[config.mk]
export PLATFORM = sky130hd
export DESIGN_NAME = sgr_color_attribute_parser
export DESIGN_NICKNAME = d
export VERILOG_FILES = /design/src/rtl/sgr_pkg.sv /design/src/rtl/sgr_color_attribute_parser.sv
export SDC_FILE = /design/constraint.sdc
export NUM_CORES = 1
export LEC_CHECK = 0
export ABC_AREA = 1
export BUFFER_PORTS_ARGS = -buffer_cell sky130_fd_sc_hd__buf_2
export CAP_MARGIN = 0
export CELL_PAD_IN_SITES_DETAIL_PLACEMENT = 0
export CELL_PAD_IN_SITES_GLOBAL_PLACEMENT = 1
export CORE_MARGIN = 2
export CORE_UTILIZATION = 43
export DETAILED_ROUTE_END_ITERATION = 8
export PLACE_DENSITY_LB_ADDON = 0.05
export SLEW_MARGIN = 30
export SYNTH_ARGS = -nofsm -noshare
export SYNTH_HDL_FRONTEND = slang
export SYNTH_SLANG_ARGS = --single-unit
[constraint.sdc]
create_clock -name clock -period 4.4 [get_ports clock]
set_input_delay 0.66 -clock clock [delete_from_list [all_inputs] [get_ports clock]]
set_output_delay 0.66 -clock clock [all_outputs]
set_load 0.05 [all_outputs]
[src/rtl/sgr_pkg.sv]
// Package for the SGR color attribute parser: item types, character codes
// and the functions that apply an SGR parameter to a console attribute word.
// Used by the top level and by its checker; depends on nothing else.
`default_nettype none

package sgr_pkg;

   // Widths of the item fields and of the internal words.
   localparam int unsigned AttrWidth  = 16;
   localparam int unsigned ByteWidth  = 8;
   localparam int unsigned ParamWidth = 16;
   // Room for param * 10 + 9 before saturation.
   localparam int unsigned ProdWidth  = 20;

   // Character codes of the sequence.
   localparam logic [ByteWidth-1:0] CharZero   = 8'h30;
   localparam logic [ByteWidth-1:0] CharNine   = 8'h39;
   localparam logic [ByteWidth-1:0] CharSemi   = 8'h3B;
   localparam logic [ByteWidth-1:0] CharUpperA = 8'h41;
   localparam logic [ByteWidth-1:0] CharUpperZ = 8'h5A;
   localparam logic [ByteWidth-1:0] CharLowerA = 8'h61;
   localparam logic [ByteWidth-1:0] CharLowerZ = 8'h7A;
   localparam logic [ByteWidth-1:0] CharM      = 8'h6D;

   localparam logic [ParamWidth-1:0] ParamMax    = 16'hFFFF;
   localparam logic [AttrWidth-1:0]  DefaultAttr = 16'h0007;
   localparam logic [AttrWidth-1:0]  FgMask      = 16'h000F;
   localparam logic [AttrWidth-1:0]  BgMask      = 16'h00F0;

   // SGR parameter codes.
   localparam logic [ParamWidth-1:0] CodeReset   = 16'd0;
   localparam logic [ParamWidth-1:0] CodeFgLo    = 16'd30;
   localparam logic [ParamWidth-1:0] CodeFgHi    = 16'd37;
   localparam logic [ParamWidth-1:0] CodeFgDef   = 16'd39;
   localparam logic [ParamWidth-1:0] CodeBgLo    = 16'd40;
   localparam logic [ParamWidth-1:0] CodeBgHi    = 16'd47;
   localparam logic [ParamWidth-1:0] CodeBgDef   = 16'd49;
   localparam logic [ParamWidth-1:0] CodeFgBrLo  = 16'd90;
   localparam logic [ParamWidth-1:0] CodeFgBrHi  = 16'd97;
   localparam logic [ParamWidth-1:0] CodeBgBrLo  = 16'd100;
   localparam logic [ParamWidth-1:0] CodeBgBrHi  = 16'd107;

   // One input item.
   typedef struct packed {
      logic [ByteWidth-1:0] seq_byte;
      logic                 seq_start;
   } sgr_req_type;

   // One result item.
   typedef struct packed {
      logic [AttrWidth-1:0] attr_value;
      logic [ByteWidth-1:0] final_byte;
      logic                 applied;
   } sgr_rsp_type;

   // SGR color index to console bits: red 4, green 2, blue 1.
   function automatic logic [2:0] color_bits(input logic [2:0] idx);
      logic [2:0] bits;
      bits = {idx[0], idx[1], idx[2]};
      return bits;
   endfunction

   // Apply one SGR parameter to an attribute word. Unknown codes change nothing.
   function automatic logic [AttrWidth-1:0] apply_code(
      input logic [AttrWidth-1:0]  attr,
      input logic [ParamWidth-1:0] code,
      input logic [AttrWidth-1:0]  dflt
   );
      logic [AttrWidth-1:0] res;
      res = attr;
      case (code) inside
         CodeReset: begin
            res = (attr & ~(FgMask | BgMask)) | (dflt & (FgMask | BgMask));
         end
         [CodeFgLo:CodeFgHi]: begin
            res[3:0] = {1'b0, color_bits(code[2:0] - CodeFgLo[2:0])};
         end
         CodeFgDef: begin
            res = (attr & ~FgMask) | (dflt & FgMask);
         end
         [CodeBgLo:CodeBgHi]: begin
            res[7:4] = {1'b0, color_bits(code[2:0] - CodeBgLo[2:0])};
         end
         CodeBgDef: begin
            res = (attr & ~BgMask) | (dflt & BgMask);
         end
         [CodeFgBrLo:CodeFgBrHi]: begin
            res[3:0] = {1'b1, color_bits(code[2:0] - CodeFgBrLo[2:0])};
         end
         [CodeBgBrLo:CodeBgBrHi]: begin
            res[7:4] = {1'b1, color_bits(code[2:0] - CodeBgBrLo[2:0])};
         end
         default: begin
            res = attr;
         end
      endcase
      return res;
   endfunction

endpackage

`default_nettype wire

[src/rtl/sgr_color_attribute_parser.sv]
// Top level of the SGR color attribute parser: parameter accumulation, code
// application, commit of the attribute word and the result register.
// Depends on sgr_pkg.
`default_nettype none

// The block takes one byte of an SGR control sequence per item and can take
// an item in every cycle; a result appears in the cycle after its final letter is
// taken. Each byte passes through one multiply-by-ten-and-add or one code
// decode between the state registers, and the result sits in a single output
// register, so a new byte is taken whenever that register is empty or its
// item is taken in the same cycle. A stalled result holds off further input.
// The default attribute register is written through the csr port, which is
// always ready, and is meant to be written only while the block is idle.
module sgr_color_attribute_parser (
   input  wire                                  clock,
   input  wire                                  reset,
   input  wire                                  req_valid,
   output logic                                 req_ready,
   input  wire  sgr_pkg::sgr_req_type           req_data,
   output logic                                 rsp_valid,
   input  wire                                  rsp_ready,
   output sgr_pkg::sgr_rsp_type                 rsp_data,
   input  wire                                  csr_valid,
   output logic                                 csr_ready,
   input  wire  [sgr_pkg::AttrWidth-1:0]        csr_data
);

   logic [sgr_pkg::AttrWidth-1:0]  default_attr_ff, default_attr_in;
   logic [sgr_pkg::ParamWidth-1:0] param_accum_ff, param_accum_in;
   logic [sgr_pkg::AttrWidth-1:0]  attr_current_ff, attr_current_in;
   logic [sgr_pkg::AttrWidth-1:0]  attr_working_ff, attr_working_in;
   logic                           rsp_valid_ff, rsp_valid_in;
   sgr_pkg::sgr_rsp_type           rsp_data_ff, rsp_data_in;

   logic                           req_fire;
   logic                           is_digit;
   logic                           is_semi;
   logic                           is_letter;
   logic                           is_commit;
   logic [sgr_pkg::ParamWidth-1:0] accum_start;
   logic [sgr_pkg::AttrWidth-1:0]  working_start;
   logic [sgr_pkg::ProdWidth-1:0]  accum_next;
   logic [sgr_pkg::AttrWidth-1:0]  applied_attr;

   // Handshakes: the output register frees up when its item is taken.
   assign req_ready = !rsp_valid_ff || rsp_ready;
   assign req_fire  = req_valid && req_ready;
   assign csr_ready = 1'b1;
   assign rsp_valid = rsp_valid_ff;
   assign rsp_data  = rsp_data_ff;

   // Byte classes.
   assign is_digit  = (req_data.seq_byte >= sgr_pkg::CharZero) &&
                      (req_data.seq_byte <= sgr_pkg::CharNine);
   assign is_semi   = (req_data.seq_byte == sgr_pkg::CharSemi);
   assign is_letter = ((req_data.seq_byte >= sgr_pkg::CharUpperA) &&
                       (req_data.seq_byte <= sgr_pkg::CharUpperZ)) ||
                      ((req_data.seq_byte >= sgr_pkg::CharLowerA) &&
                       (req_data.seq_byte <= sgr_pkg::CharLowerZ));
   assign is_commit = (req_data.seq_byte == sgr_pkg::CharM);

   // A start flag discards the partial sequence before the byte is handled.
   assign accum_start   = req_data.seq_start ? '0 : param_accum_ff;
   assign working_start = req_data.seq_start ? attr_current_ff : attr_working_ff;

   // Decimal accumulation as shift-and-add: p * 10 = p * 8 + p * 2.
   assign accum_next = {accum_start, 3'b000}
                     + {2'b00, accum_start, 1'b0}
                     + {{(sgr_pkg::ProdWidth - 4){1'b0}},
                        req_data.seq_byte[3:0]};

   assign applied_attr = sgr_pkg::apply_code(working_start, accum_start, default_attr_ff);

   // Next state of the parser and of the result register.
   always_comb begin
      default_attr_in = default_attr_ff;
      param_accum_in  = param_accum_ff;
      attr_current_in = attr_current_ff;
      attr_working_in = attr_working_ff;
      rsp_valid_in    = rsp_valid_ff && !rsp_ready;
      rsp_data_in     = rsp_data_ff;

      if (csr_valid) begin
         default_attr_in = csr_data;
      end

      if (req_fire) begin
         param_accum_in  = accum_start;
         attr_working_in = working_start;
         if (is_digit) begin
            if (accum_next > {{(sgr_pkg::ProdWidth - sgr_pkg::ParamWidth){1'b0}},
                              sgr_pkg::ParamMax}) begin
               param_accum_in = sgr_pkg::ParamMax;
            end else begin
               param_accum_in = accum_next[sgr_pkg::ParamWidth-1:0];
            end
         end else if (is_semi) begin
            param_accum_in  = '0;
            attr_working_in = applied_attr;
         end else if (is_letter) begin
            param_accum_in = '0;
            if (is_commit) begin
               attr_current_in = applied_attr;
            end
            attr_working_in        = attr_current_in;
            rsp_valid_in           = 1'b1;
            rsp_data_in.attr_value = attr_current_in;
            rsp_data_in.final_byte = req_data.seq_byte;
            rsp_data_in.applied    = is_commit;
         end
      end
   end

   // Control and state registers.
   always_ff @(posedge clock) begin
      if (reset) begin
         default_attr_ff <= sgr_pkg::DefaultAttr;
         param_accum_ff  <= '0;
         attr_current_ff <= sgr_pkg::DefaultAttr;
         attr_working_ff <= sgr_pkg::DefaultAttr;
         rsp_valid_ff    <= 1'b0;
      end else begin
         default_attr_ff <= default_attr_in;
         param_accum_ff  <= param_accum_in;
         attr_current_ff <= attr_current_in;
         attr_working_ff <= attr_working_in;
         rsp_valid_ff    <= rsp_valid_in;
      end
   end

   // Result payload needs no reset.
   always_ff @(posedge clock) begin
      rsp_data_ff <= rsp_data_in;
   end

endmodule

`default_nettype wire

==> qor.yml <==
worst_setup_path:
  cpPeakStageDelay_ps: 360
  start_kind: "input pin"
  path_class: "input pin to flip-flop"
  crit_chain: "buf_2, inv_4, nand2_4, xor2_1, inv_1, ha_1, o21bai_1, ha_1, a21oi_1, o21ai_1, a21oi_1, o21ai_1, nand3_1, nand2_1, a21oi_1, nor2_1, nor2_1, nand2_1, o21ai_0, a21oi_1"
  cp.depth: 20
  r2r-start: "param_accum_ff[0]"
  cp_data_arrival_time_ps: 4070
  critPathCaptureType: "flip-flop"
  reg2reg_setup_slack_ps: 890
  required_ps: 4630
  crit_top_cell: "a21oi_1"
  reg2reg_depth: 18
  cp_max_fo: 14
  critPathSlowestCell: "ha_1"
  startpoint: "req_data[0]"
  critPathBufInv: 3
  r2r-end: "param_accum_ff[12]"
  cpLargestDelayFamily: "compound AO/OA/AOI/OAI gates"
  worstSetupEndpoint: "param_accum_ff[12]"
power_and_ir_drop:
  leakage_nw: 2.93
  ir_drop_mv: 0.268
  power_density_nw_per_um2: 322
placement:
  dpl_cell_area_um2: 5930
  numPortBuffers: 48
  gp_congestion: 0.856
  dp_slack_ps: 254
  dp_hpwl_um: 10600
floorplanning:
  rows: 41
  chipWidth_um: 117
  die_area_um2: 13700
  fp.dieH_um: 117
  coreArea_um2: 12600
  start_util_pct: 43.9
  ios: 58
clock_network:
  h-tree-depth: 3
  cts.sinks: 82
  clk_pin_slew_ps: 60
  numCtsBuffers: 9
  cts_resized: 0
  cts-hold-fix-buffers: 0
  cts_root_buffer: "clkbuf_16"
  cts_tree: "yes"
  clk_latency_ps: 350
  cts_buffer_depth: 2
  cts_setup_buffers: 0
sta:
  setup_viol: 0
  finalHoldViolCount: 0
  layout_min_cycle_time_ps: 3840
  setup-tns-final_ps: 0
  slew_viol_final: 0
  holdWs_ps: 459
  rsz0062_at_grt: "false"
  fmaxAchievable_mhz: 260
  tightest_slew_ps: 691
  slew_headroom_pct: 53.8
  timing.final.crit_share_pct: 87.3
  final.setup.worst_slack_ps: 560
  skew_ps: 5.89
finish:
  syn_to_final_growth_pct: 13.5
  seqCellArea_um2: 1890
  final_cell_mix: "nand2_1, a21oi_1, o21ai_0"
  post-route-util_pct: 49.8
  multi_input_area_um2: 3230
  final_common_cell: "nand2_1"
  drive_gt1_share_pct: 15.8
  fillers: 1280
  diodes: 0
  final_nets: 875
  design_area_um2: 6250
logic_synthesis:
  synthCells: 768
  synth.avg_cell_area_um2: 7.18
  synth.cell_area_um2: 5510
  ys_seq_area_share_pct: 34.3
  ys_ff_latch: 82
  ys_types: 46
  yosys_warnings: 0
  syn_nets: 832
detailed_routing:
  drc_errors: 0
  ant_nets: 0
  via_count: 5185
  drt-wirelength-per-cell_um: 14.8
  vias_per_cell: 5.25
  finalWirelength_um: 14600
  drtIter0Drc: 300
  dr.pass1.iters: 4
global_route:
  grt_pass1_vias: 5097
  grt_overflow: 0
  antenna_found_initial: 0
  grt_usage_pct: 22.7
  grt_max_degree: 43
  grt_first_pass_wirelength_um: 24400
min_path:
  min-delay-path-class: "flip-flop to flip-flop"
run:
  cap_viol_max_count: 0
outcome:
  status: "completed"
## worst reg2reg max path: cells and delay by family (launching register included)
family | cells | cell delay, ps
AO/OA/AOI/OAI | 8 | 1380
XOR/XNOR | 1 | 140
adder cells (fa/ha/maj) | 2 | 530
buffers and inverters | 1 | 60
flip-flops | 1 | 400
AND/OR/NAND/NOR | 6 | 890
## how the worst min path moves through the flow
| stage | startpoint | endpoint | slack, ps | cells after the start |
|---|---|---|---|---|
| after floorplan | attr_working_ff[0] | attr_working_ff[0] | 430 | 2 |
| after global placement | attr_working_ff[1] | attr_working_ff[1] | 450 | 2 |
| final | attr_working_ff[7] | attr_working_ff[7] | 460 | 2 |
| after CTS | attr_working_ff[7] | attr_working_ff[7] | 460 | 2 |
| after detailed placement | attr_working_ff[1] | attr_working_ff[1] | 450 | 2 |
| after global routing | attr_working_ff[8] | attr_working_ff[8] | 480 | 2 |
## logic make-up (layout without fill, tap and decap cells)
logic type      after synthesis  in the layout  synth area share, %
simple gates                343            343                 28.0
compound gates              188            188                 18.4
buf+inv                      96            144                 7.31
flops                        82             82                 34.3
fa+ha+maj                    34             34                 7.85
xor+xnor                     16             16                 2.54
mux                           8              8                 1.45
other cells                   1              1               0.0680
## cell usage after synthesis (all sizes together)
| library cell | n | area [µm²] |
|---|---|---|
| a2111o | 1 | 11.3 |
| a21o | 1 | 7.51 |
| a21oi | 88 | 440 |
| a31oi | 1 | 6.26 |
| and3 | 1 | 6.26 |
| buf | 10 | 73.8 |
| clkbuf | 19 | 72.6 |
| clkinv | 3 | 11.3 |
| conb | 1 | 3.75 |
| dfxtp | 57 | 1140 |
| edfxtp | 25 | 751 |
| fa | 1 | 20.0 |
| ha | 33 | 413 |
| inv | 64 | 245 |
| mux2i | 8 | 80.1 |
| nand2 | 206 | 818 |
| nand3 | 48 | 283 |
| nand4 | 10 | 83.8 |
| nor2 | 70 | 300 |
| nor3 | 5 | 35.0 |
| nor4 | 1 | 6.26 |
| o211a | 1 | 10.0 |
| o211ai | 11 | 82.6 |
| o21ai | 83 | 442 |
| o21bai | 2 | 15.0 |
| or2 | 2 | 12.5 |
| xnor2 | 5 | 43.8 |
| xor2 | 11 | 96.3 |
## state kept, by name (all words and copies together) (netlist names)
name / count
attr_working_ff: 16
param_accum_ff: 16
default_attr_ff: 8
rsp_valid: 1
attr_current_ff: 16
rsp_data: 25
## per-layer routing
| metal | vias to the layer above | GRT usage (%) | wire [µm] |
|---|---|---|---|
| met4 | 0 | 6.59 | 220 |
| met1 | 2415 | 28.4 | 6920 |
| li1 | 2668 | - | - |
| met2 | 83 | 39.1 | 7000 |
| met3 | 19 | 5.15 | 496 |
| met5 | - | 0 | 0 |
## power by group
part	total, mW	internal (mW)	switching, mW
logic	0.371	0.116	0.255
clock network	0.807	0.478	0.329
registers	0.839	0.816	0.0230
total	2.02	1.41	0.607
## layout make-up
class	instances	share of cell area, %
clock inverter	6	1.14
inverter	67	4.10
tap	172	3.44
multi-input combinational	590	51.7
timing repair buffer	61	5.40
clock buffer	10	4.00
sequential	82	30.3
## metrics by stage
| step | cells | power [mW] |
|---|---|---|
| global placement | 972 | 1.22 |
| CTS | 988 | 2.03 |
| floorplan | 768 | 1.13 |
| detailed placement | 972 | 1.23 |
| global route | 988 | 2.11 |
| finish | 988 | 2.02 |
Note: power is estimated with default switching activity, not from simulation.
